### src/rtl/hbr_pkg.sv
// hbr_pkg: shared types, constants and character helpers for the byte range parser
// used by hbr_parse, hbr_resolve and http_byte_range_parser; no dependencies
`default_nettype none

package hbr_pkg;

	localparam int FIELD_BITS  = 63;
	localparam int OFFSET_BITS = 63;

	localparam logic [2:0] PREFIX_LEN = 3'd6;

	localparam logic [7:0] CH_COMMA = 8'h2c;
	localparam logic [7:0] CH_DASH  = 8'h2d;
	localparam logic [7:0] CH_PLUS  = 8'h2b;
	localparam logic [7:0] CH_ZERO  = 8'h30;

	typedef enum logic [2:0] {
		ST_EMPTY = 3'd0,
		ST_SPACE = 3'd1,
		ST_PLUS  = 3'd2,
		ST_MINUS = 3'd3,
		ST_POS   = 3'd4,
		ST_NEGZ  = 3'd5,
		ST_BAD   = 3'd6
	} num_st_t;

	typedef struct packed {
		num_st_t                st;
		logic [OFFSET_BITS-1:0] val;
	} num_rd_t;

	// header summary handed from the parser to the result stage
	typedef struct packed {
		logic                   ok_pre;
		logic                   suffix_form;
		num_rd_t                left;
		num_rd_t                right;
		logic [OFFSET_BITS-1:0] size;
	} hbr_snap_t;

	function automatic logic [7:0] prefix_char(logic [2:0] idx);
		logic [7:0] ch;
		case (idx)
			3'd0:    ch = 8'h62;
			3'd1:    ch = 8'h79;
			3'd2:    ch = 8'h74;
			3'd3:    ch = 8'h65;
			3'd4:    ch = 8'h73;
			default: ch = 8'h3d;
		endcase
		return ch;
	endfunction

	function automatic logic [7:0] to_lower(logic [7:0] c);
		logic [7:0] lc;
		lc = (c inside {[8'h41:8'h5a]}) ? c + 8'd32 : c;
		return lc;
	endfunction

	function automatic logic is_space(logic [7:0] c);
		logic r;
		r = (c == 8'h20) || (c inside {[8'h09:8'h0d]});
		return r;
	endfunction

	function automatic logic is_digit(logic [7:0] c);
		logic r;
		r = c inside {[8'h30:8'h39]};
		return r;
	endfunction

	function automatic logic num_ok(num_st_t st);
		logic r;
		r = (st == ST_POS) || (st == ST_NEGZ);
		return r;
	endfunction

	// one character step of a decimal reader with sign and whitespace leniency
	function automatic num_rd_t num_feed(num_rd_t cur, logic [7:0] c);
		num_rd_t              nxt;
		logic [3:0]           d;
		logic [OFFSET_BITS+3:0] acc;
		nxt = cur;
		d   = c[3:0];
		acc = ({4'b0, cur.val} << 3) + ({4'b0, cur.val} << 1) + {{OFFSET_BITS{1'b0}}, d};
		case (cur.st)
			ST_EMPTY, ST_SPACE: begin
				if (is_space(c)) begin
					nxt.st = ST_SPACE;
				end else if (c == CH_PLUS) begin
					nxt.st = ST_PLUS;
				end else if (c == CH_DASH) begin
					nxt.st = ST_MINUS;
				end else if (is_digit(c)) begin
					nxt.st  = ST_POS;
					nxt.val = OFFSET_BITS'(d);
				end else begin
					nxt.st = ST_BAD;
				end
			end
			ST_PLUS: begin
				if (is_digit(c)) begin
					nxt.st  = ST_POS;
					nxt.val = OFFSET_BITS'(d);
				end else begin
					nxt.st = ST_BAD;
				end
			end
			ST_MINUS, ST_NEGZ: begin
				nxt.st  = (c == CH_ZERO) ? ST_NEGZ : ST_BAD;
				nxt.val = '0;
			end
			ST_POS: begin
				if (is_digit(c) && (acc[OFFSET_BITS+3:OFFSET_BITS] == 4'b0)) begin
					nxt.val = acc[OFFSET_BITS-1:0];
				end else begin
					nxt.st = ST_BAD;
				end
			end
			default: begin
				nxt.st = ST_BAD;
			end
		endcase
		return nxt;
	endfunction

endpackage

`default_nettype wire

### src/rtl/http_byte_range_parser.sv
// after its last character is accepted, a result is registered in the summary register, then in the output register
// throughput: one character per cycle; the input stalls only when a last character meets
// a full summary register whose result is held by a stalled output
// reset: arst_n clears the input, summary and output valids and all parser state at once
// input register, then hbr_parse (character state), then hbr_resolve (range result)
// depends on hbr_pkg, hbr_parse, hbr_resolve
`default_nettype none

module http_byte_range_parser import hbr_pkg::*; (
	input  wire logic                  clk,
	input  wire logic                  arst_n,
	input  wire logic                  in_valid,
	output logic                       in_stall,
	input  wire logic [7:0]            header_byte,
	input  wire logic                  is_last,
	input  wire logic [FIELD_BITS-1:0] resource_size,
	output logic                       out_valid,
	input  wire logic                  out_stall,
	output logic                       range_ok,
	output logic [FIELD_BITS-1:0]      first_offset,
	output logic [FIELD_BITS-1:0]      last_offset
);

	logic                  valid_s1;
	logic [7:0]            byte_s1;
	logic                  last_s1;
	logic [FIELD_BITS-1:0] size_s1;
	logic                  take;
	logic                  snap_valid;
	logic                  snap_ready;
	hbr_snap_t             snap;

	assign in_stall = valid_s1 && !take;

	always_ff @(posedge clk or negedge arst_n) begin
		if (!arst_n) begin
			valid_s1 <= 1'b0;
		end else if (!in_stall) begin
			valid_s1 <= in_valid;
		end
	end

	always_ff @(posedge clk) begin
		if (!in_stall && in_valid) begin
			byte_s1 <= header_byte;
			last_s1 <= is_last;
			size_s1 <= resource_size;
		end
	end

	hbr_parse u_parse (
		.clk        (clk),
		.arst_n     (arst_n),
		.item_valid (valid_s1),
		.item_byte  (byte_s1),
		.item_last  (last_s1),
		.item_size  (size_s1),
		.take       (take),
		.snap_valid (snap_valid),
		.snap_ready (snap_ready),
		.snap       (snap)
	);

	hbr_resolve u_resolve (
		.clk          (clk),
		.arst_n       (arst_n),
		.snap_valid   (snap_valid),
		.snap_ready   (snap_ready),
		.snap         (snap),
		.out_valid    (out_valid),
		.out_stall    (out_stall),
		.range_ok     (range_ok),
		.first_offset (first_offset),
		.last_offset  (last_offset)
	);

`ifndef NO_ASSERTIONS
	a_stall_only_on_last: assert property (@(posedge clk) disable iff (!arst_n)
		in_stall |-> (valid_s1 && last_s1 && snap_valid))
		else $error("input stalled without a blocked last item");

	a_reject_zero: assert property (@(posedge clk) disable iff (!arst_n)
		(out_valid && !range_ok) |-> (first_offset == '0 && last_offset == '0))
		else $error("rejected result carries nonzero offsets");

	a_range_order: assert property (@(posedge clk) disable iff (!arst_n)
		(out_valid && range_ok) |-> (first_offset <= last_offset))
		else $error("accepted range has first above last");

	a_snap_moves: assert property (@(posedge clk) disable iff (!arst_n)
		(snap_valid && !out_valid) |=> out_valid)
		else $error("summary not moved into an empty output register");
`endif

endmodule

`default_nettype wire

### src/rtl/hbr_parse.sv
// hbr_parse: per-character header state (prefix match, dash split, two number readers)
// loads a summary register on the last character; depends on hbr_pkg
`default_nettype none

module hbr_parse import hbr_pkg::*; (
	input  wire logic                  clk,
	input  wire logic                  arst_n,
	input  wire logic                  item_valid,
	input  wire logic [7:0]            item_byte,
	input  wire logic                  item_last,
	input  wire logic [FIELD_BITS-1:0] item_size,
	output logic                       take,
	output logic                       snap_valid,
	input  wire logic                  snap_ready,
	output hbr_snap_t                  snap
);

	logic [2:0] prefix_cnt_q, prefix_cnt_n;
	logic       after_dash_q, after_dash_n;
	logic       suffix_q, suffix_n;
	logic       rejected_q, rejected_n;
	num_rd_t    left_q, left_n;
	num_rd_t    right_q, right_n;
	logic       snap_valid_q;
	hbr_snap_t  snap_q;
	logic [OFFSET_BITS-1:0] size_m;

	assign size_m = item_size[OFFSET_BITS-1:0];
	assign take   = item_valid && !(item_last && snap_valid_q && !snap_ready);

	always_comb begin
		prefix_cnt_n = prefix_cnt_q;
		after_dash_n = after_dash_q;
		suffix_n     = suffix_q;
		rejected_n   = rejected_q;
		left_n       = left_q;
		right_n      = right_q;
		if (prefix_cnt_q < PREFIX_LEN) begin
			if (to_lower(item_byte) != prefix_char(prefix_cnt_q)) begin
				rejected_n = 1'b1;
			end
			prefix_cnt_n = prefix_cnt_q + 3'd1;
		end else if (item_byte == CH_COMMA) begin
			rejected_n = 1'b1;
		end else if (!after_dash_q && item_byte == CH_DASH) begin
			after_dash_n = 1'b1;
			suffix_n     = (left_q.st == ST_EMPTY);
		end else if (!after_dash_q) begin
			left_n = num_feed(left_q, item_byte);
		end else begin
			right_n = num_feed(right_q, item_byte);
		end
	end

	always_ff @(posedge clk or negedge arst_n) begin
		if (!arst_n) begin
			prefix_cnt_q <= '0;
			after_dash_q <= 1'b0;
			suffix_q     <= 1'b0;
			rejected_q   <= 1'b0;
			left_q       <= '{st: ST_EMPTY, val: '0};
			right_q      <= '{st: ST_EMPTY, val: '0};
		end else if (take) begin
			if (item_last) begin
				prefix_cnt_q <= '0;
				after_dash_q <= 1'b0;
				suffix_q     <= 1'b0;
				rejected_q   <= 1'b0;
				left_q       <= '{st: ST_EMPTY, val: '0};
				right_q      <= '{st: ST_EMPTY, val: '0};
			end else begin
				prefix_cnt_q <= prefix_cnt_n;
				after_dash_q <= after_dash_n;
				suffix_q     <= suffix_n;
				rejected_q   <= rejected_n;
				left_q       <= left_n;
				right_q      <= right_n;
			end
		end
	end

	always_ff @(posedge clk or negedge arst_n) begin
		if (!arst_n) begin
			snap_valid_q <= 1'b0;
		end else if (take && item_last) begin
			snap_valid_q <= 1'b1;
		end else if (snap_ready) begin
			snap_valid_q <= 1'b0;
		end
	end

	always_ff @(posedge clk) begin
		if (take && item_last) begin
			snap_q.ok_pre      <= !rejected_n && (prefix_cnt_n == PREFIX_LEN) && after_dash_n
				&& (size_m != '0);
			snap_q.suffix_form <= suffix_n;
			snap_q.left        <= left_n;
			snap_q.right       <= right_n;
			snap_q.size        <= size_m;
		end
	end

	assign snap_valid = snap_valid_q;
	assign snap       = snap_q;

endmodule

`default_nettype wire

### src/rtl/hbr_resolve.sv
// hbr_resolve: turns a header summary into the range result and holds the output register
// depends on hbr_pkg
`default_nettype none

module hbr_resolve import hbr_pkg::*; (
	input  wire logic                   clk,
	input  wire logic                   arst_n,
	input  wire logic                   snap_valid,
	output logic                        snap_ready,
	input  wire hbr_snap_t              snap,
	output logic                        out_valid,
	input  wire logic                   out_stall,
	output logic                        range_ok,
	output logic [FIELD_BITS-1:0]       first_offset,
	output logic [FIELD_BITS-1:0]       last_offset
);

	logic                   out_valid_q;
	logic                   ok_q;
	logic [FIELD_BITS-1:0]  first_q, last_q;

	logic                   ok_c;
	logic [OFFSET_BITS-1:0] first_c, last_c;
	logic [OFFSET_BITS-1:0] size_m1, diff;
	logic                   l_ok, r_ok, r_gt_size, l_lt_size, r_lt_l;

	assign snap_ready = !out_valid_q || !out_stall;

	assign size_m1   = snap.size - OFFSET_BITS'(1);
	assign diff      = snap.size - snap.right.val;
	assign l_ok      = num_ok(snap.left.st);
	assign r_ok      = num_ok(snap.right.st);
	assign r_gt_size = snap.right.val > snap.size;
	assign l_lt_size = snap.left.val < snap.size;
	assign r_lt_l    = snap.right.val < snap.left.val;

	always_comb begin
		ok_c    = snap.ok_pre;
		first_c = '0;
		last_c  = '0;
		if (snap.suffix_form) begin
			if (!r_ok || snap.right.val == '0) begin
				ok_c = 1'b0;
			end else begin
				first_c = r_gt_size ? '0 : diff;
				last_c  = size_m1;
			end
		end else begin
			if (!l_ok || !l_lt_size) begin
				ok_c = 1'b0;
			end else if (snap.right.st == ST_EMPTY) begin
				first_c = snap.left.val;
				last_c  = size_m1;
			end else if (!r_ok || r_lt_l) begin
				ok_c = 1'b0;
			end else begin
				first_c = snap.left.val;
				last_c  = (snap.right.val >= snap.size) ? size_m1 : snap.right.val;
			end
		end
		if (!ok_c) begin
			first_c = '0;
			last_c  = '0;
		end
	end

	always_ff @(posedge clk or negedge arst_n) begin
		if (!arst_n) begin
			out_valid_q <= 1'b0;
		end else if (snap_valid && snap_ready) begin
			out_valid_q <= 1'b1;
		end else if (!out_stall) begin
			out_valid_q <= 1'b0;
		end
	end

	always_ff @(posedge clk) begin
		if (snap_valid && snap_ready) begin
			ok_q    <= ok_c;
			first_q <= FIELD_BITS'(first_c);
			last_q  <= FIELD_BITS'(last_c);
		end
	end

	assign out_valid    = out_valid_q;
	assign range_ok     = ok_q;
	assign first_offset = first_q;
	assign last_offset  = last_q;

endmodule

`default_nettype wire

### config.mk
export PLATFORM = sky130hd
export DESIGN_NAME = http_byte_range_parser
export DESIGN_NICKNAME = d
export VERILOG_FILES = /design/src/rtl/hbr_pkg.sv /design/src/rtl/http_byte_range_parser.sv /design/src/rtl/hbr_parse.sv /design/src/rtl/hbr_resolve.sv
export SDC_FILE = /design/constraint.sdc
export NUM_CORES = 2
export LEC_CHECK = 0
export BUFFER_PORTS_ARGS = -buffer_cell sky130_fd_sc_hd__buf_2
export CAP_MARGIN = 10
export CORE_ASPECT_RATIO = 1.4
export CORE_MARGIN = 3
export CORE_UTILIZATION = 35
export CTS_CLUSTER_DIAMETER = 30
export DETAILED_ROUTE_END_ITERATION = 10
export SYNTH_ARGS = -nofsm -noshare
export SYNTH_HDL_FRONTEND = slang
export SYNTH_SLANG_ARGS = --single-unit
### constraint.sdc
create_clock -name clk -period 25.4 [get_ports clk]
set_input_delay 5.08 -clock clk [delete_from_list [all_inputs] [get_ports clk]]
set_output_delay 5.08 -clock clk [all_outputs]
set_load 0.05 [all_outputs]
# Word-level counts from Yosys, hierarchy flattened
# Cells that the tools add are included.
totals:
  inputBits: 76
  word_cells: 185
  ff_bits: 537
  output_inout_bits: 129
classes:
  add_sub_neg: 8
  n_mux: 69
  eq_ne: 26
  n_reduce_logical: 47
  order_cmp: 11
op_table:
  columns: ["operator", "count"]
  rows:
  - ["$mux W63", 22]
  - ["$mux W66", 10]
  - ["$pmux W63 S4", 2]
  - ["$add A66 B64 Y67", 2]
  - ["$add A67 B4 Y67", 2]
  - ["$lt A63 B63 Y1", 2]
  - ["$ge A63 B63 Y1", 1]
  - ["$gt A63 B63 Y1", 1]
  - ["$logic_not A63 Y1", 1]
  - ["$reduce_bool A63 Y1", 1]
  - ["$sub A63 B1 Y63 const B", 1]
  - ["$sub A63 B63 Y63", 1]
  - ["$eq A8 B6 Y1 const B", 5]
  - ["$pmux W7 S5", 1]
  - ["$eq A3 B3 Y1 const B", 10]
  - ["$pmux W3 S4", 2]
  - ["$mux W1", 21]
  - ["$mux W3", 7]
  - ["$eq A3 B2 Y1 const B", 6]
  - ["$logic_and A1 B1 Y1", 16]
  - ["$mux W8", 2]
  - ["$logic_not A3 Y1", 4]
  - ["$logic_not A1 Y1", 11]
  - ["$eq A3 B1 Y1 const B", 3]
  - ["other kinds (16)", 27]

# Logic depth before layout (Yosys ltp)
logic_depth:
  ltp_word: 12
  depth_mapped: 19
  mapped_depth_nobuf: 16

# Cells and area by module
# From an unflattened synthesis, not the netlist that was laid out.
unflattened:
  hier_cells: 3899
  hier_area_um2: 38744.7
modules_own_cells:
  columns: ["module", "seq_area_each_um2", "area_per_inst_um2", "cells_each", "instances"]
  rows:
  - ["hbr_parse", 9394.0, 22856.9, 2210, 1]
  - ["hbr_resolve", 3838.7, 13668.1, 1612, 1]
  - ["http_byte_range_parser", 2187.1, 2219.6, 77, 1]

# Least setup slack after synthesis
# OpenSTA, ideal clock, no wires.
synth_path:
  path_type: "input -> register"
  startpoint: "input port out_stall"
  endpoint: "register u_resolve.first_q[0] (netlist: u_resolve.first_offset[0]) (enable)"
  n_path_buf: 0
  slack_ns: 10.334
  cell_stages: 1
  setup_time_ns: 0.806
  arrival_ns: 14.261
  required_ns: 24.594
  path_cell_list: "a21boi_0"
synth_between:
  elab_chain_len: 3
synth_rtl:
  columns: ["element", "line", "text"]
  rows:
  - ["start, declared", "http_byte_range_parser.sv:18", "input wire logic out_stall,"]
  - ["$logic_not A1 Y1", "hbr_resolve.sv:27", "assign snap_ready = !out_valid_q || !out_stall;"]
  - ["$logic_or A1 B1 Y1", "hbr_resolve.sv:27", null]
  - ["$logic_and A1 B1 Y1", "hbr_resolve.sv:78", "if (snap_valid && snap_ready) begin"]
  - ["end signal, assigned", "hbr_resolve.sv:80", "first_q <= FIELD_BITS'(first_c);"]
  - ["end, declared", "hbr_resolve.sv:20", "logic [FIELD_BITS-1:0] first_q, last_q;"]
# No other way between the ends.
# A chain may end at the register's enable or synchronous reset.

# Final worst setup path
layout_path:
  startpoint: "input port out_stall"
  endpoint: "output port in_stall"
layout_between:
  elab_chain_len: 8
layout_rtl:
  columns: ["element", "line", "text"]
  rows:
  - ["$logic_not A1 Y1", "hbr_resolve.sv:27", null]
  - ["$logic_or A1 B1 Y1", "hbr_resolve.sv:27", null]
  - ["$logic_not A1 Y1", "hbr_parse.sv:29", "assign take = item_valid && !(item_last && snap_valid_q && !snap_ready);"]
  - ["$logic_and A1 B1 Y1", "hbr_parse.sv:29", null]
  - ["$logic_not A1 Y1", "hbr_parse.sv:29", null]
  - ["$logic_and A1 B1 Y1", "hbr_parse.sv:29", null]
  - ["$logic_not A1 Y1", "http_byte_range_parser.sv:33", "assign in_stall = valid_s1 && !take;"]
  - ["$logic_and A1 B1 Y1", "http_byte_range_parser.sv:33", null]
  - ["end, declared", "http_byte_range_parser.sv:13", "output logic in_stall,"]
# No other way between the ends.

==> impl_metrics.tcl <==
set metrics [dict create \
    status "complete, no violations" \
    ir_worst_vdd_mv 0.07334 \
    numClockSinks 536 \
    worst_slew_pin_slew_ns 1.188 \
    die_area_um2 113900 \
    syn_area_um2 38460 \
    crit_path_max_incr_delay_ns 0.25 \
    drt-vias-per-instance 5.727 \
    p_per_area_nw_per_um2 63.32 \
    crit_arrival_ns 5.95 \
    cts_tree "done" \
    insertion_delay_ns 0.74 \
    num-nets-final 4628 \
    synth_common_cells "ha_1 (445), edfxtp_1 (395), a21oi_1 (304), nand2_1 (280), inv_1 (271)" \
    cp-start-kind "primary input" \
    startpoint "out_stall" \
    postRouteAntennaNets 0 \
    synth_fp_nets 4469 \
    yosys_warnings 0 \
    pwr-share-clk_pct 54.0 \
    wirelength_um 133400 \
    cts_resized 0 \
    maxSlewHeadroom_pct 20.80 \
    grtUsageTotal_pct 22.84 \
    cp.required_ns 20.32 \
    cap_violations 0 \
    cts_max_path_buffers 3 \
    yosys.area.top_type "edfxtp_1" \
    syn_area_per_cell_um2 9.753 \
    switching_power_w 0.0007843 \
    critPathTopFamily "buffers and inverters" \
    postCtsSetupBuffers 0 \
    gr-total-overflow 0 \
    drt_iter0_drc 2460 \
    slowest_stage "buf_2" \
    grt_start_max_net_pins 128 \
    core_um2 108800 \
    gp_congestion 0.9468 \
    power.internal_w 0.002059 \
    drive_above_1_share_pct 11.64 \
    fin_crit_sh_pct 43.42 \
    swShare_pct 27.59 \
    synthCells 3943 \
    cp-end-kind "output pin" \
    grt_pass1_vias 31810 \
    totalPowerFinal_w 0.002843 \
    fin_setup_tns_ns 0 \
    power_frac_seq_pct 36.2 \
    async_reset_ff_share_pct 26.31 \
    drcViolationCount 0 \
    reg2reg_from "byte_s1[3]" \
    crit_chain "buf_2 > nand4_1 > inv_1 > nand2_1 > inv_1 > buf_2" \
    dpl.hpwl_um 103300 \
    cp_max_fo 4 \
    synth_cell_types 94 \
    worstSetupPathType "in2out" \
    finalCoreUtilization_pct 41.27 \
    synth_seq_cells 536 \
    antenna_found_initial 4 \
    finClkSkew_ns 0.05198 \
    timing.final.hold_violations 0 \
    yosys-top-cells-area "edfxtp_1 (31%), ha_1 (14%), dfrtp_1 (9.2%)" \
    dp_slack_ns 14.36 \
    crit_buf_inv 4 \
    synth_edf_count 395 \
    die_h_um 398.2 \
    htree_levels 3 \
    syn2layout_area_growth_pct 16.74 \
    io_buffers 204 \
    hp-class "reg2reg" \
    rsz0062_at_grt "false" \
    initial_core_util_pct 35.35 \
    row_count 143 \
    io-pin-count 205 \
    setup_ws_ns 14.37 \
    hold_start "size_s1[11]" \
    wl_per_cell_um 23.58 \
    cts_root_buffer "clkbuf_16" \
    power_frac_comb_pct 9.8 \
    seq_area_frac_synth_pct 40.02 \
    cts_buffers 112 \
    setup_viol 0 \
    vias 32390 \
    cts_hold_buf 0 \
    synth_top_area_share_pct 30.84 \
    synth_most_common_cell "ha_1" \
    power_leakage_nw 19.40 \
    grt_pass1_wl_um 198200 \
    max_clock_freq_ghz 0.09068 \
    reg2reg_slack_ns 18.86 \
    period_needed_ns 11.03 \
    synth_ff_type "edfxtp_1" \
    clk_pin_slew_ns 0.04 \
    maxSlewViolCount 0 \
    die_x_um 286.2 \
    dr.pass1.iters 5 \
]
-- cell type report --
type	count	area, µm²
multi-input combinational	2948	21380
inverter	272	1028
timing repair buffer	232	1250
clock buffer	123	2874
clock inverter	90	1142
fill	10670	63890
sequential	536	15390
antenna	5	12.51
tap	1450	1814
-- final timing paths --
kind,end,cells after the start
setup / recovery,in_stall,6
hold / removal,u_parse.snap[11],0
min in group asynchronous,u_parse.right_q[64],1
max in group asynchronous,u_parse.left_q[42],2
hold reg to reg,u_parse.snap[11],0
setup reg to reg,u_parse.left_q[46],15
-- per-layer routing --
metal | vias up | share of wire (%) | GRT usage [%]
met5 | - | 0 | 0
met4 | 0 | 6.1 | 13.25
met3 | 303 | 5.4 | 3.469
met2 | 1056 | 47 | 38.38
met1 | 15840 | 41 | 27.78
li1 | 15190 | - | -
-- sequential cells by signal, summed over array words and instances, names as in the netlist --
| register | flops |
|---|---|
| u_parse.snap | 196 |
| u_parse.left_q | 66 |
| u_parse.right_q | 66 |
| size_s1 | 63 |
| u_resolve.first_offset | 63 |
| u_resolve.last_offset | 63 |
| byte_s1 | 8 |
| u_parse.prefix_cnt_q | 3 |
| last_s1 | 1 |
| u_parse.after_dash_q | 1 |
| u_parse.rejected_q | 1 |
| u_parse.snap_valid | 1 |
| u_parse.suffix_q | 1 |
| u_resolve.out_valid | 1 |
| u_resolve.range_ok | 1 |
| valid_s1 | 1 |
-- kinds of logic (layout without fill, tap and decap cells) --
logic type	after synthesis	after routing	share of synthesized area (%)
other cells	0	5	0
fa+ha+maj	450	450	14.74
flops	536	536	40.02
buf+inv	459	717	4.656
mux	8	8	0.2180
simple gates	982	982	12.55
compound gates	1265	1265	22.26
xor+xnor	243	243	5.554
-- power groups by stage --
| stage | sequential [W] | clock (W) | combinational (W) |
|---|---|---|---|
| after floorplan | 0.00107 | 0 | 0.000157 |
| after global placement | 0.00104 | 0 | 0.000274 |
| after detailed placement | 0.00104 | 0 | 0.000278 |
| after CTS | 0.00103 | 0.00156 | 0.000280 |
| after global routing | 0.00103 | 0.00160 | 0.000305 |
| final | 0.00103 | 0.00153 | 0.000280 |
-- stage by stage --
stage / hold WS, ns / area [µm²] / cells
4_1_cts: 0.4498 / 44880 / 5651
5_1_grt: 0.4630 / 44890 / 5652
3_5_place_dp: 0.4407 / 40870 / 5438
2_1_floorplan: 0.4268 / 38460 / 3943
3_3_place_gp: 0.4371 / 40870 / 5438
6_report: 0.4506 / 44900 / 5656
-- placed cells by master, fill, tap and decap left out, drive strengths merged, types with 26 or more instances in the layout --
cell type    n
o21ai      245
dfrtp      141
nor2       246
ha         445
nor2b       27
nand4      111
xnor2      158
clkbuf     123
nand3       64
inv        301
clkinv      31
o2bb2ai     69
a22oi       47
a22o       179
o21bai      52
o21a        26
a21oi      306
buf        232
nor4        55
nand2      281
a21o       147
nor3        78
edfxtp     395
o211ai      26
xor2        85
(Power assumes the default switching activity.)
